[src/rtl/tmr_pkg.sv]
`default_nettype none
// ============================================================================
// tmr_pkg: shared types and constants of the periodic / one-shot timer
// Holds command codes, register indexes, controller state and the
// command / status bundles between the controller and the datapath.
// ============================================================================
package tmr_pkg;

  // Default width of the elapsed count
  localparam int TIME_BITS_DEF = 32;

  // Command codes carried in the action field of an item
  typedef logic [3:0] action_t;
  localparam action_t ACT_TICK     = 4'd0;
  localparam action_t ACT_PAUSE    = 4'd1;
  localparam action_t ACT_PLAY     = 4'd2;
  localparam action_t ACT_STOP     = 4'd3;
  localparam action_t ACT_RESET    = 4'd4;
  localparam action_t ACT_RESTART  = 4'd5;
  localparam action_t ACT_DESTROY  = 4'd6;
  localparam action_t ACT_LOOP_ON  = 4'd7;
  localparam action_t ACT_LOOP_OFF = 4'd8;

  // Configuration register indexes
  typedef logic [1:0] cfg_idx_t;
  localparam cfg_idx_t CFG_TARGET       = 2'd0;
  localparam cfg_idx_t CFG_START_LOOP   = 2'd1;
  localparam cfg_idx_t CFG_START_PAUSED = 2'd2;

  typedef enum logic [1:0] {
    ST_IDLE,
    ST_MOD,
    ST_PUSH
  } state_t;

  // Controller to datapath
  typedef struct packed {
    logic exec;      // apply the accepted item to the timer state
    logic mod_step;  // one restoring-subtract step of the wrap
    logic mod_last;  // final step: write the remainder into elapsed
    logic push;      // load the result register
    logic cfg_we;    // configuration write
  } tmr_cmd_t;

  // Datapath to controller
  typedef struct packed {
    logic need_mod;  // the pending tick wraps in loop mode
  } tmr_sts_t;

  // Width of the target register
  function automatic int target_width(input int tb);
    return (tb < 32) ? tb : 32;
  endfunction

  // Width of the exact tick sum: elapsed plus a 31-bit delta, with carry
  function automatic int sum_width(input int tb);
    return ((tb > 31) ? tb : 31) + 1;
  endfunction

endpackage
`default_nettype wire

[src/rtl/periodic_one_shot_timer_unit.sv]
`default_nettype none
// ============================================================================
// periodic_one_shot_timer_unit: tick-driven one-shot / periodic timer
// Top level joining the controller and the datapath.
// ============================================================================
// Each item is one command (tick, pause, play, stop, reset, restart, destroy,
// loop on, loop off) and yields exactly one result item with the flags, the
// elapsed count and the remaining count. Most commands go from accept straight
// to the push state, which loads the result register once downstream is free. A
// tick that reaches the target in loop mode first wraps the exact sum modulo the
// target on a restoring divider that retires one bit a cycle. Only one item is
// in work at a time; the result register frees the input side while a finished
// result is still waiting downstream. Configuration writes are taken while the
// block is idle. Register 0 sets the target; registers 1 and 2 (start loop /
// start paused) are accepted but not stored, so the timer always comes out of
// reset running and in one-shot mode and those writes leave no mark.
// ============================================================================
module periodic_one_shot_timer_unit #(
  parameter int TIME_BITS = tmr_pkg::TIME_BITS_DEF
) (
  input  wire logic               clk,
  input  wire logic               rst,
  // command items
  input  wire logic               in_valid,
  output logic                    in_stall,
  input  wire tmr_pkg::action_t   action,
  input  wire logic signed [31:0] delta_ticks,
  // result items
  output logic                    out_valid,
  input  wire logic               out_stall,
  output logic                    fired,
  output logic                    done_res,
  output logic                    halted,
  output logic                    living,
  output logic                    looping,
  output logic [31:0]             elapsed_out,
  output logic [31:0]             remaining_out,
  // configuration writes
  input  wire logic               cfg_valid,
  output logic                    cfg_ready,
  input  wire tmr_pkg::cfg_idx_t  cfg_index,
  input  wire logic [31:0]        cfg_data
);
  import tmr_pkg::*;

  tmr_cmd_t cmd;
  tmr_sts_t sts;

  // Sequence accept, wrap steps and the result hand-off
  tmr_ctrl #(
    .TIME_BITS (TIME_BITS)
  ) u_ctrl (
    .clk       (clk),
    .rst       (rst),
    .in_valid  (in_valid),
    .in_stall  (in_stall),
    .out_valid (out_valid),
    .out_stall (out_stall),
    .cfg_valid (cfg_valid),
    .cfg_ready (cfg_ready),
    .sts       (sts),
    .cmd       (cmd)
  );

  // Hold timer state, target, modulo unit and the result register
  tmr_dp #(
    .TIME_BITS (TIME_BITS)
  ) u_dp (
    .clk           (clk),
    .rst           (rst),
    .cmd           (cmd),
    .sts           (sts),
    .action        (action),
    .delta_ticks   (delta_ticks),
    .cfg_index     (cfg_index),
    .cfg_data      (cfg_data),
    .fired         (fired),
    .done_res      (done_res),
    .halted        (halted),
    .living        (living),
    .looping       (looping),
    .elapsed_out   (elapsed_out),
    .remaining_out (remaining_out)
  );

endmodule
`default_nettype wire

[src/rtl/tmr_ctrl.sv]
`default_nettype none
// ============================================================================
// tmr_ctrl: timer controller
// Sequences accept, the bit-serial wrap and the result hand-off.
// ============================================================================
module tmr_ctrl #(
  parameter int TIME_BITS = tmr_pkg::TIME_BITS_DEF
) (
  input  wire logic             clk,
  input  wire logic             rst,
  input  wire logic             in_valid,
  output logic                  in_stall,
  output logic                  out_valid,
  input  wire logic             out_stall,
  input  wire logic             cfg_valid,
  output logic                  cfg_ready,
  input  wire tmr_pkg::tmr_sts_t sts,
  output tmr_pkg::tmr_cmd_t     cmd
);
  import tmr_pkg::*;

  localparam int SUM_W = sum_width(TIME_BITS);
  localparam int CNT_W = $clog2(SUM_W);
  localparam logic [CNT_W-1:0] CNT_LAST = CNT_W'(SUM_W - 1);

  state_t           state;
  state_t           state_next;
  logic [CNT_W-1:0] cnt;
  logic             accept;
  logic             push;

  assign accept = in_valid && (state == ST_IDLE);
  assign push   = (state == ST_PUSH) && (!out_valid || !out_stall);

  always_comb begin
    state_next = state;
    unique case (state)
      ST_IDLE: begin
        if (accept) begin
          state_next = sts.need_mod ? ST_MOD : ST_PUSH;
        end
      end
      ST_MOD: begin
        if (cnt == CNT_LAST) begin
          state_next = ST_PUSH;
        end
      end
      ST_PUSH: begin
        if (push) begin
          state_next = ST_IDLE;
        end
      end
      default: state_next = ST_IDLE;
    endcase
  end

  always_comb begin
    in_stall     = (state != ST_IDLE);
    cfg_ready    = (state == ST_IDLE);
    cmd.exec     = accept;
    cmd.mod_step = (state == ST_MOD);
    cmd.mod_last = (state == ST_MOD) && (cnt == CNT_LAST);
    cmd.push     = push;
    cmd.cfg_we   = cfg_valid && (state == ST_IDLE);
  end

  always_ff @(posedge clk) begin
    if (rst) begin
      state     <= ST_IDLE;
      cnt       <= '0;
      out_valid <= 1'b0;
    end else begin
      state <= state_next;
      if (state == ST_MOD) begin
        cnt <= cnt + 1'b1;
      end else begin
        cnt <= '0;
      end
      if (push) begin
        out_valid <= 1'b1;
      end else if (!out_stall) begin
        out_valid <= 1'b0;
      end
    end
  end

  a_no_overwrite: assert property (@(posedge clk) disable iff (rst)
    push |-> !(out_valid && out_stall))
    else $error("result register loaded while a result is held");

  a_wrap_entry: assert property (@(posedge clk) disable iff (rst)
    (accept && sts.need_mod) |=> (state == ST_MOD) && (cnt == '0))
    else $error("wrap did not start after a wrapping tick");

  a_wrap_exit: assert property (@(posedge clk) disable iff (rst)
    cmd.mod_last |=> (state == ST_PUSH))
    else $error("wrap did not hand off to the result stage");

endmodule
`default_nettype wire

[src/rtl/tmr_dp.sv]
`default_nettype none
// ============================================================================
// tmr_dp: timer datapath
// Timer state, target register, restoring modulo unit and result register.
// ============================================================================
module tmr_dp #(
  parameter int TIME_BITS = tmr_pkg::TIME_BITS_DEF
) (
  input  wire logic                clk,
  input  wire logic                rst,
  input  wire tmr_pkg::tmr_cmd_t   cmd,
  output tmr_pkg::tmr_sts_t        sts,
  input  wire tmr_pkg::action_t    action,
  input  wire logic signed [31:0]  delta_ticks,
  input  wire tmr_pkg::cfg_idx_t   cfg_index,
  input  wire logic [31:0]         cfg_data,
  output logic                     fired,
  output logic                     done_res,
  output logic                     halted,
  output logic                     living,
  output logic                     looping,
  output logic [31:0]              elapsed_out,
  output logic [31:0]              remaining_out
);
  import tmr_pkg::*;

  localparam int TW    = target_width(TIME_BITS);
  localparam int SUM_W = sum_width(TIME_BITS);

  // Timer state
  logic [TIME_BITS-1:0] elapsed, elapsed_next;
  logic                 fired_f, fired_next;
  logic                 done_f, done_next;
  logic                 halted_f, halted_next;
  logic                 living_f, living_next;
  logic                 loop_f, loop_next;
  logic [TW-1:0]        target;

  // Modulo unit
  logic [SUM_W-1:0]     dividend;
  logic [TW-1:0]        rem;
  logic [TW:0]          shifted;
  logic [TW:0]          diff;
  logic [TW-1:0]        trial;

  logic [30:0]          d_pos;
  logic [SUM_W-1:0]     sum;
  logic [TIME_BITS-1:0] target_e;
  logic                 tgt_zero;
  logic                 wraps;
  logic                 tick_live;
  logic [TIME_BITS-1:0] remain_full;

  assign d_pos     = delta_ticks[31] ? '0 : delta_ticks[30:0];
  assign sum       = SUM_W'(elapsed) + SUM_W'(d_pos);
  assign target_e  = TIME_BITS'(target);
  assign tgt_zero  = (target == '0);
  assign wraps     = (sum >= SUM_W'(target));
  assign tick_live = living_f && !halted_f;

  assign sts.need_mod = (action == ACT_TICK) && tick_live && !tgt_zero && wraps && loop_f;

  // One restoring step: shift in the next dividend bit, subtract if it fits
  assign shifted = {rem, dividend[SUM_W-1]};
  assign diff    = shifted - {1'b0, target};
  assign trial   = (shifted >= {1'b0, target}) ? diff[TW-1:0] : shifted[TW-1:0];

  assign remain_full = (target_e > elapsed) ? (target_e - elapsed) : '0;

  always_comb begin
    elapsed_next = elapsed;
    fired_next   = fired_f;
    done_next    = done_f;
    halted_next  = halted_f;
    living_next  = living_f;
    loop_next    = loop_f;
    if (cmd.exec) begin
      unique case (action)
        ACT_TICK: begin
          fired_next = 1'b0;
          if (tick_live) begin
            if (tgt_zero) begin
              fired_next = 1'b1;
              if (loop_f) begin
                elapsed_next = '0;
              end else begin
                done_next   = 1'b1;
                halted_next = 1'b1;
              end
            end else if (!wraps) begin
              elapsed_next = TIME_BITS'(sum);
            end else begin
              fired_next = 1'b1;
              if (!loop_f) begin
                elapsed_next = target_e;
                done_next    = 1'b1;
                halted_next  = 1'b1;
              end
            end
          end
        end
        ACT_PAUSE: halted_next = 1'b1;
        ACT_PLAY: begin
          halted_next = 1'b0;
          if (!loop_f && done_f && (elapsed >= target_e)) begin
            elapsed_next = '0;
            fired_next   = 1'b0;
            done_next    = 1'b0;
          end
        end
        ACT_STOP: begin
          halted_next  = 1'b1;
          elapsed_next = '0;
          fired_next   = 1'b0;
          done_next    = 1'b0;
        end
        ACT_RESET: begin
          elapsed_next = '0;
          fired_next   = 1'b0;
          done_next    = 1'b0;
        end
        ACT_RESTART: begin
          halted_next  = 1'b0;
          elapsed_next = '0;
          fired_next   = 1'b0;
          done_next    = 1'b0;
        end
        ACT_DESTROY: living_next = 1'b0;
        ACT_LOOP_ON: begin
          loop_next = 1'b1;
          done_next = 1'b0;
        end
        ACT_LOOP_OFF: loop_next = 1'b0;
        default: ;
      endcase
    end
    if (cmd.mod_last) begin
      elapsed_next = TIME_BITS'(trial);
    end
  end

  always_ff @(posedge clk) begin
    if (rst) begin
      elapsed  <= '0;
      fired_f  <= 1'b0;
      done_f   <= 1'b0;
      halted_f <= 1'b0;
      living_f <= 1'b1;
      loop_f   <= 1'b0;
      target   <= '0;
    end else begin
      elapsed  <= elapsed_next;
      fired_f  <= fired_next;
      done_f   <= done_next;
      halted_f <= halted_next;
      living_f <= living_next;
      loop_f   <= loop_next;
      if (cmd.cfg_we && (cfg_index == CFG_TARGET)) begin
        target <= cfg_data[TW-1:0];
      end
    end
  end

  always_ff @(posedge clk) begin
    if (cmd.exec) begin
      dividend <= sum;
      rem      <= '0;
    end else if (cmd.mod_step) begin
      dividend <= dividend << 1;
      rem      <= trial;
    end
    if (cmd.push) begin
      fired         <= fired_f;
      done_res      <= done_f;
      halted        <= halted_f;
      living        <= living_f;
      looping       <= loop_f;
      elapsed_out   <= 32'(elapsed);
      remaining_out <= 32'(remain_full);
    end
  end

  a_rem_below_target: assert property (@(posedge clk) disable iff (rst)
    cmd.mod_step |-> (rem < target))
    else $error("partial remainder not below target");

  a_wrap_fires: assert property (@(posedge clk) disable iff (rst)
    (cmd.exec && sts.need_mod) |=> fired_f && !done_f)
    else $error("wrapping tick did not fire");

  a_oneshot_clamp: assert property (@(posedge clk) disable iff (rst)
    (cmd.exec && (action == ACT_TICK) && tick_live && !loop_f && !tgt_zero && wraps)
      |=> (elapsed == target_e) && halted_f && done_f)
    else $error("one-shot completion did not clamp and halt");

endmodule
`default_nettype wire

[config.mk]
export PLATFORM = sky130hd
export DESIGN_NAME = periodic_one_shot_timer_unit
export DESIGN_NICKNAME = d
export VERILOG_FILES = /design/src/rtl/tmr_pkg.sv /design/src/rtl/periodic_one_shot_timer_unit.sv /design/src/rtl/tmr_ctrl.sv /design/src/rtl/tmr_dp.sv
export SDC_FILE = /design/constraint.sdc
export NUM_CORES = 1
export LEC_CHECK = 0
export ABC_AREA = 0
export BUFFER_PORTS_ARGS = -buffer_cell sky130_fd_sc_hd__clkbuf_2
export CAP_MARGIN = 20
export CORE_MARGIN = 2
export CORE_UTILIZATION = 53
export CTS_BUF_LIST = sky130_fd_sc_hd__clkbuf_8
export CTS_CLUSTER_SIZE = 16
export DETAILED_ROUTE_END_ITERATION = 10
export PLACE_DENSITY = 0.73
export SLEW_MARGIN = 40
export SYNTH_ARGS = -nofsm -noshare
export SYNTH_HDL_FRONTEND = slang
export SYNTH_SLANG_ARGS = --single-unit
[constraint.sdc]
create_clock -name clk -period 15.03 [get_ports clk]
set_clock_uncertainty 0.05 [all_clocks]
set_input_delay 0.7515 -clock clk [delete_from_list [all_inputs] [get_ports clk]]
set_output_delay 0.7515 -clock clk [all_outputs]
set_load 0.02 [all_outputs]
==> flow_summary_export.csv, run 1 <==
group,metric,value,unit
grt,grt_pass1_wl,72460,um
worst_hold_path,hp-class,"reg2reg",
yosys,yosysWarningCount,0,
sta,tightest_slew,0.7640,ns
floorplan,fp.dieH,172.9,um
floorplan,dieArea,0.02991,mm^2
pwr,cellPowerDensity,103.5,mW/mm^2
grt,overflow,0,
pwr,p_leak,7.088,nW
floorplan,io_pins,147,
finish,final_cell_mix,"272 x nand2_1, 176 x a21oi_1, 146 x clkbuf_2",
setup_path,arrival,6.85,ns
setup_path,cpMostUsedCell,"ha_1",
clock_tree,cts_root_buffer,"clkbuf_8",
drt,dr_total_vias,14190,
yosys,async_flop_share,0,
floorplan,rows,61,
sta,setup_viol_count_final,0,
drt,firstDrtPassIters,5,
setup_path,cp_max_fo,31,
yosys,ys_seq_elements,212,
finish,area_delta_synth_final,11.72,%
setup_path,crit_slowest_cell,"or3_1",
drt,ant_nets,0,
clock_tree,cts.clk_slew.worst_paths,0.06,ns
grt,antenna_found_initial,0,
sta,slew_headroom,0.4888,
sta,tns,0,ns
status,status,"complete, no violations",
yosys,synth_edf_count,102,
finish,drive_gt1_frac,0.1437,
setup_path,cpPeakStageDelay,0.55,ns
clock_tree,clock_path_buffers,3,
clock_tree,cts_tree,"yes",
place,dp_slack,8.024,ns
sta,rsz0062_at_grt,"no",
sta,setup_ws,8.511,ns
drt,post_drt_wl_per_cell,19.74,um
clock_tree,clock-sinks,212,
clock_tree,htreeDepth,2,
setup_path,path_cells,"clkbuf_2 -> nor2b_1 -> ha_1 -> fa_1 -> a211oi_1 -> o21ai_1 -> nand4_1 -> a21oi_4 -> o21a_1 -> o41ai_1 -> xnor2_1 -> ha_1 -> and4_1 -> a2111oi_0 -> o31ai_1 -> a221oi_2 -> o21a_2 -> a2111oi_4 -> or3_1 -> nand2_2 -> o311ai_0",
yosys,ys_seq_area_frac,0.3481,
clock_tree,cts_made_buffers,39,
drt,vias_per_cell,6.081,
setup_path,cp-start-kind,"primary input",
grt,grt_pass1_vias,13220,
place,place.gp.congestion,0.9478,
clock_tree,insertion_delay,0.55,ns
yosys,syn-cell-area,0.01513,mm^2
floorplan,start_util,0.5415,
pwr,vdd_drop_max,55.32,uV
worst_hold_path,whs_path_depth,0,
place,detailed_place_hpwl,35750,um
setup_path,cp.required,15.36,ns
drt,drc,0,
floorplan,die_w,172.9,um
yosys,ys.flop_type,"dfxtp_1",
place,port_buffers,146,
yosys,syn_avg_cell_area,8.408,um^2
clock_tree,cts_hold_buf,0,
yosys,synth.distinct_cells,88,
floorplan,core_area,0.02793,mm^2
yosys,syn_nets,2006,
clock_tree,cts_setup_buffers,0,
yosys,synthCells,1799,
setup_path,rr_worst_depth,19,
finish,layout_commonest_cell,"nand2_1",
drt,wl,46080,um
clock_tree,cts_resized,0,
sta,final_hold_viol_count,0,
drt,drt_iter0_drc,1254,
sta,finalCritPeriodShare,0.4337,
grt,grtUsageTotal,0.3022,
setup_path,worst_setup_path_end_kind,"flop",
grt,grt_max_degree,70,
job,drv_cap,0,
sta,finalMaxSlewViolations,0,
setup_path,path_class,"in2reg",
sta,timing.fmax,153.4,MHz
finish,antenna_cells,0,
finish,fin_nets,2133,
sta,period_needed,6.519,ns
-- cells in the mapped netlist, types with 20 or more instances --
library cell	n	share of area
o221a_2	20	0.015
dfxtp_1	110	0.15
inv_1	101	0.025
xnor2_1	44	0.025
o21a_1	21	0.010
a21oi_1	177	0.059
a211oi_1	24	0.012
a21o_1	43	0.021
nor2_1	104	0.026
and3_1	23	0.0095
ha_1	129	0.11
nand3_1	32	0.011
edfxtp_1	102	0.20
nor3_1	55	0.018
o21ai_0	95	0.031
nand2_1	272	0.067
nor2b_1	45	0.019
xor2_1	26	0.015
clkbuf_1	58	0.014
-- metal layers --
metal	GRT usage	up-vias	part of all wire
met5	0	-	0
met4	0.07980	0	0.023
met3	0.03606	64	0.077
met2	0.4568	604	0.43
met1	0.4559	6684	0.47
li1	-	6840	-
-- sequential cells by signal (all words and copies together), names as in the netlist, 2 cells and up --
register            flops
u_ctrl.cnt              6
u_ctrl.state            2
u_dp.dividend          33
u_dp.elapsed           32
u_dp.elapsed_out       32
u_dp.rem               32
u_dp.remaining_out     32
u_dp.target            32
-- worst paths after layout --
| kind | startpoint | to | slack (ns) |
|---|---|---|---|
| max | delta_ticks[31] | u_dp.elapsed[28] | 8.51 |
| min | u_dp.fired_f | u_dp.fired | 0.39 |
| max reg2reg | u_dp.elapsed[0] | u_dp.elapsed[28] | 8.89 |
| min reg2reg | u_dp.fired_f | u_dp.fired | 0.39 |
-- worst max-delay path, delay by kind of cell --
kind                       cells  cell delay (ns)
adders and majority gates      3             0.99
and+or+nand+nor                5             1.55
AOI/OAI and AO/OA             11             2.83
buffers and inverters          1             0.48
xor gates and xnor gates       1             0.23
-- report_power, final --
group / switching (mW) / internal (mW)
registers: 0.0230 / 0.650
logic: 0.346 / 0.201
clock network: 0.256 / 0.274
total: 0.625 / 1.12
-- kinds of logic after synthesis --
family                     Yosys count  share of synthesized area
and+or+nand+nor                    650                     0.2037
AOI/OAI and AO/OA                  535                     0.2358
DFF                                212                     0.3481
buffers and inverters              179                    0.04682
adders and majority gates          132                     0.1107
xor gates and xnor gates            70                    0.04053
muxes                               21                    0.01439
-- per-stage QoR --
stage / hold slack [ns] / power (mW) / util / area [um^2] / std cells
2_1_floorplan: 0.3590 / 1.072 / - / 15130 / 1799
3_3_place_gp: 0.3923 / 1.216 / 0.5782 / 16150 / 2263
3_5_place_dp: 0.3804 / 1.222 / 0.5786 / 16160 / 2263
4_1_cts: 0.3685 / 1.747 / 0.6048 / 16900 / 2334
5_1_grt: 0.3803 / 1.837 / 0.6049 / 16900 / 2334
6_report: 0.3877 / 1.750 / 0.6049 / 16900 / 2334
-- layout make-up --
| class | count | area [um^2] |
|---|---|---|
| clock buffers | 41 | 564.3 |
| clock inverters | 30 | 168.9 |
| fillers | 2554 | 11040 |
| inverters | 101 | 379.1 |
| multi-input cells | 1408 | 9179 |
| flip-flops and latches | 212 | 5265 |
| well taps | 378 | 473.0 |
| repair buffers | 164 | 869.6 |
(Power assumes the default switching activity.)
==> run 2, diff against run 1 <==
--- a/config.mk
+++ b/config.mk
@@ -13,7 +13,7 @@
 export CTS_BUF_LIST = sky130_fd_sc_hd__clkbuf_8
 export CTS_CLUSTER_SIZE = 16
 export DETAILED_ROUTE_END_ITERATION = 10
-export PLACE_DENSITY = 0.73
+export PLACE_DENSITY = 0.75
 export SLEW_MARGIN = 40
 export SYNTH_ARGS = -nofsm -noshare
 export SYNTH_HDL_FRONTEND = slang
==> constraint.sdc (replaced) <==
create_clock -name clk -period 5.6 [get_ports clk]
set_clock_uncertainty 0.05 [all_clocks]
set_input_delay 0.28 -clock clk [delete_from_list [all_inputs] [get_ports clk]]
set_output_delay 0.28 -clock clk [all_outputs]
set_load 0.02 [all_outputs]
==> flow_summary_export.csv, run 2 (synthesis gave the netlist of run 1 again) <==
group,metric,value,unit
status,status,"complete, no violations",
setup_path,cp-start-kind,"flop",
pwr,p_leak,7.512,nW
drt,ant_nets,0,
place,place.gp.congestion,0.9977,
clock_tree,cts_tree,"yes",
setup_path,rr_startpoint,"u_dp.elapsed[0]",
drt,drc,0,
clock_tree,cts_setup_buffers,0,
finish,final_cell_mix,"271 x nand2_1, 176 x a21oi_1, 146 x clkbuf_2",
finish,largest_reg_flops,33,
setup_path,rr_endpoint,"u_dp.elapsed[0]",
place,port_buffers,146,
clock_tree,cts_root_buffer,"clkbuf_8",
sta,slew_headroom,0.4695,
grt,antenna_found_initial,0,
drt,post_drt_wl_per_cell,20.27,um
grt,grt_pass1_wl,76490,um
grt,grtUsageTotal,0.3212,
pwr,power,4.877,mW
sta,timing.fmax,191.4,MHz
sta,final_hold_viol_count,0,
grt,grt_max_degree,70,
floorplan,die_w,172.9,um
floorplan,io_pins,147,
finish,layout_commonest_cell,"nand2_1",
floorplan,dieArea,0.02991,mm^2
sta,finalMaxSlewViolations,0,
job,drv_cap,0,
floorplan,fp.dieH,172.9,um
finish,regMostFlops,"u_dp.dividend",
clock_tree,cts.clk_slew.worst_paths,0.06,ns
setup_path,endpoint,"u_dp.elapsed[0]",
place,detailed_place_hpwl,37320,um
drt,drt_iter0_drc,1337,
finish,drive_gt1_frac,0.1597,
setup_path,cp-startpoint,"u_dp.elapsed[0]",
setup_path,worst_setup_path_end_kind,"flop",
sta,period_needed,5.226,ns
clock_tree,clock-sinks,212,
floorplan,start_util,0.5415,
grt,grt_pass1_vias,13930,
drt,wl,48910,um
drt,firstDrtPassIters,6,
drt,dr_total_vias,14830,
clock_tree,insertion_delay,0.55,ns
drt,vias_per_cell,6.146,
setup_path,path_class,"reg2reg",
grt,overflow,0,
floorplan,rows,61,
setup_path,reg2reg_slack,0.37,ns
clock_tree,htreeDepth,2,
pwr,vdd_drop_max,173.9,uV
clock_tree,cts_made_buffers,39,
setup_path,cp_max_fo,7,
finish,area_delta_synth_final,16.84,%
finish,antenna_cells,0,
sta,tightest_slew,0.7957,ns
sta,tns,0,ns
sta,finalCritPeriodShare,0.9332,
clock_tree,clock_path_buffers,3,
pwr,cellPowerDensity,275.9,mW/mm^2
worst_hold_path,hp-class,"in2reg",
floorplan,core_area,0.02793,mm^2
setup_path,arrival,5.60,ns
sta,setup_viol_count_final,0,
finish,fin_nets,2211,
sta,rsz0062_at_grt,"no",
setup_path,rr_worst_depth,20,
setup_path,cp.required,5.97,ns
## run 2: worst max-delay path, stage by stage, from the launching register on
cell and delay, ns:
dfxtp_1 0.31, ha_1 0.24, fa_1 0.45, a211oi_2 0.25, o21ai_1 0.18, nand4_1 0.22
a21oi_4 0.08, o21a_1 0.19, o41ai_1 0.32, xnor2_1 0.23, ha_1 0.32, and4_1 0.21
a2111oi_1 0.39, o31ai_1 0.15, a221oi_2 0.27, o21a_2 0.21, a2111oi_4 0.09, or3_1 0.45
buf_4 0.20, o21ai_0 0.13, a21oi_1 0.15
## run 2: repair_timing
action	in CTS	in global routing
hold buffers	36	0
endpoints found under the setup margin	0	33
resized for setup	0	7
hold endpoints to repair	36	0
## run 2: how the worst min path moves through the flow
stage | from | end | slack, ns | cells past startpoint
2_1_floorplan | action[3] | u_dp.loop_f | 0.34 | 1
3_3_place_gp | u_dp.fired_f | u_dp.fired | 0.39 | 0
3_5_place_dp | u_dp.halted_f | u_dp.halted | 0.39 | 0
4_1_cts | action[1] | u_dp.living_f | 0.04 | 4
5_1_grt | action[1] | u_dp.living_f | 0.08 | 4
6_report | action[1] | u_dp.living_f | 0.05 | 4
## run 2: layout make-up
| type | count | area [um^2] |
|---|---|---|
| Sequential cell | 212 | 5266 |
| Inverter | 101 | 379.1 |
| Multi-Input combinational cell | 1408 | 9208 |
| Tap cell | 378 | 473.0 |
| Clock buffer | 46 | 633.1 |
| Clock inverter | 26 | 152.6 |
| Timing Repair Buffer | 242 | 1562 |
| Fill cell | 2385 | 10260 |
## run 2: power breakdown
part	switching [mW]	leakage [nW]	internal, mW	total [mW]
Combinational	0.980	5.18	0.612	1.59
Clock	0.685	0.453	0.801	1.49
Sequential	0.0534	1.88	1.75	1.80
## run 2: per-stage QoR
| stage | instances | instance area (um^2) | util | setup WS [ns] | hold WS (ns) |
|---|---|---|---|---|---|
| floorplan | 1799 | 15130 | - | 0.4297 | 0.3365 |
| global placement | 2305 | 16480 | 0.5900 | 0.07161 | 0.3883 |
| detailed placement | 2305 | 16500 | 0.5905 | -0.03808 | 0.3885 |
| CTS | 2413 | 17640 | 0.6316 | 0.1895 | 0.03527 |
| global route | 2413 | 17670 | 0.6327 | 0.04083 | 0.08189 |
| finish | 2413 | 17670 | 0.6327 | 0.3741 | 0.05069 |
## run 2: per-layer routing
metal	global-route usage	vias up	part of all wire
met5	0	-	0
met4	0.1151	0	0.036
met3	0.04595	111	0.089
met2	0.4865	738	0.42
met1	0.4671	6981	0.45
li1	-	7001	-
==> run 3, diff against run 2 <==
--- a/config.mk
+++ b/config.mk
@@ -5,7 +5,7 @@
 export SDC_FILE = /design/constraint.sdc
 export NUM_CORES = 1
 export LEC_CHECK = 0
-export ABC_AREA = 0
+export ABC_AREA = 1
 export BUFFER_PORTS_ARGS = -buffer_cell sky130_fd_sc_hd__clkbuf_2
 export CAP_MARGIN = 20
 export CORE_MARGIN = 2
==> flow_summary_export.csv, run 3 <==
group,metric,value,unit
status,status,"complete, no violations",
grt,grtUsageTotal,0.3196,
sta,tightest_slew,0.7522,ns
setup_path,cpPeakStageDelay,0.44,ns
sta,period_needed,4.943,ns
yosys,synth.distinct_cells,56,
floorplan,dieArea,0.03074,mm^2
setup_path,worst_setup_path_end_kind,"flop",
sta,timing.fmax,202.3,MHz
drt,dr_total_vias,15520,
finish,regMostFlops,"u_dp.dividend",
finish,fin_nets,2526,
pwr,vdd_drop_max,135.9,uV
grt,grt_max_degree,81,
drt,wl,49360,um
sta,final_hold_viol_count,0,
grt,grt_pass1_vias,14470,
yosys,yosys-top-cells-count,"498 x nand2_1, 272 x inv_1, 201 x nor2_1, 181 x a21oi_1, 176 x o21ai_0",
job,drv_cap,0,
yosys,ys.flop_type,"dfxtp_1",
yosys,async_flop_share,0,
clock_tree,insertion_delay,0.57,ns
clock_tree,clock-sinks,212,
setup_path,crit_buf_inv,4,
place,detailed_place_hpwl,38960,um
setup_path,cpMostUsedCell,"nand2_1",
setup_path,cp_max_fo,32,
finish,largest_reg_flops,33,
yosys,yosys.area.top_type,"edfxtp_1",
finish,drive_gt1_frac,0.1282,
drt,firstDrtPassIters,6,
sta,tns,0,ns
finish,fillCellCount,2749,
finish,final_cell_area,0.01750,mm^2
yosys,yosysMostFrequentCell,"nand2_1",
drt,drc,0,
setup_path,cp_top_family,"simple AND/OR/NAND/NOR gates",
setup_path,cp-start-kind,"flop",
yosys,syn_nets,2370,
finish,final_cell_mix,"496 x nand2_1, 284 x inv_1, 198 x nor2_1",
sta,finalMaxSlewViolations,0,
drt,vias_per_cell,5.681,
yosys,synth_top_area_share,0.1969,
yosys,synth_edf_count,102,
clock_tree,cts_root_buffer,"clkbuf_8",
yosys,syn-cell-area,0.01555,mm^2
clock_tree,htreeDepth,2,
floorplan,rows,62,
setup_path,crit_slowest_cell,"o41ai_2",
yosys,ys_seq_area_frac,0.3385,
drt,post_drt_wl_per_cell,18.07,um
place,placed_cell_area,0.01657,mm^2
sta,setup_viol_count_final,0,
clock_tree,cts_tree,"yes",
yosys,yosys-top-cells-area,"edfxtp_1 20%, dfxtp_1 14%, nand2_1 12%",
yosys,syn_avg_cell_area,7.191,um^2
pwr,p_leak,8.560,nW
grt,overflow,0,
sta,finalCritPeriodShare,0.8827,
yosys,yosysWarningCount,0,
setup_path,cp.required,6.04,ns
floorplan,io_pins,147,
drt,drt_iter0_drc,1654,
setup_path,arrival,5.38,ns
grt,antenna_found_initial,0,
floorplan,fp.dieH,175.3,um
grt,grt_pass1_wl,77670,um
finish,antenna_cells,0,
finish,layout_commonest_cell,"nand2_1",
place,port_buffers,146,
yosys,synthCells,2163,
clock_tree,cts_made_buffers,38,
drt,ant_nets,0,
floorplan,die_w,175.3,um
yosys,ys_seq_elements,212,
floorplan,start_util,0.5405,
setup_path,path_class,"reg2reg",
finish,area_delta_synth_final,12.53,%
sta,slew_headroom,0.4985,
clock_tree,cts.clk_slew.worst_paths,0.06,ns
place,place.gp.congestion,0.9975,
clock_tree,clock_path_buffers,3,
clock_tree,cts_resized,0,
sta,rsz0062_at_grt,"no",
pwr,cellPowerDensity,287.9,mW/mm^2
floorplan,core_area,0.02878,mm^2
worst_hold_path,hp-class,"in2reg",
==> run 3: cell types whose count changed after synthesis, moves of 45 or more <==
cell / change
nor2b_1: -45
nand3_1: +85
inv_1: +171
nand2_1: +226
o21ai_0: +81
nor2_1: +97
==> run 3: worst paths after layout <==
path | to | start | depth (start not counted) | slack, ns
worst max-delay path | u_dp.elapsed[26] | u_dp.elapsed[0] | 28 | 0.66
worst max register to register | u_dp.elapsed[26] | u_dp.elapsed[0] | 28 | 0.66
worst min register to register | u_dp.halted | u_dp.halted_f | 0 | 0.39
worst min-delay path | u_dp.target[14] | cfg_data[14] | 3 | 0.01
==> run 3: report_power, final <==
part | total (mW) | leakage, nW | switching [mW] | internal, mW
registers | 1.84 | 1.88 | 0.0646 | 1.78
clock network | 1.38 | 0.410 | 0.669 | 0.713
logic | 1.81 | 6.27 | 1.24 | 0.570
total | 5.04 | 8.56 | 1.98 | 3.06
==> run 3: logic make-up (layout without fill, tap and decap cells) <==
kind of cell,Yosys count,in the layout,synth area share
xor gates and xnor gates,59,59,0.03322
buffers and inverters,341,526,0.08792
adders and majority gates,132,132,0.1076
and+or+nand+nor,981,981,0.2780
DFF,212,212,0.3385
AOI/OAI and AO/OA,438,438,0.1548
==> run 3: through the flow <==
step	util	hold slack, ns	std cells	total power, mW	setup WS, ns
after floorplan	-	0.2991	2163	3.136	1.232
after global placement	0.5754	0.3684	2641	3.598	0.4509
after detailed placement	0.5756	0.3773	2641	3.623	0.3477
after CTS	0.6078	0.0006269	2732	5.009	0.7214
after global routing	0.6082	0.03823	2732	5.325	0.3257
final	0.6082	0.01489	2732	5.039	0.6569
==> run 3: final cells by class <==
class	instances	area, um^2	area share
inverters	276	1037	0.05926
flip-flops and latches	212	5265	0.3008
multi-input cells	1610	8964	0.5121
well taps	384	480.5	0.02745
clock inverters	29	155.1	0.008863
clock buffers	40	550.5	0.03145
repair buffers	181	1052	0.06011
==> run 3: metal layers <==
| layer | up-vias | track usage | wire (um) |
|---|---|---|---|
| li1 | 7541 | - | - |
| met1 | 7126 | 0.4717 | 22200 |
| met2 | 760 | 0.4824 | 20750 |
| met3 | 93 | 0.04307 | 4777 |
| met4 | 0 | 0.1052 | 1632 |
| met5 | - | 0 | 0 |
==> run 3: repair_timing <==
| action | 4_1_cts | 5_1_grt |
|---|---|---|
| buffers inserted | 0 | 0 |
| endpoints found under the hold margin | 23 | 0 |
| hold buffers | 22 | 0 |
==> run 3: worst min-delay path: stages <==
cell and delay [ns]:
clkbuf_2 0.10, o21ai_0 0.08, a21oi_1 0.10
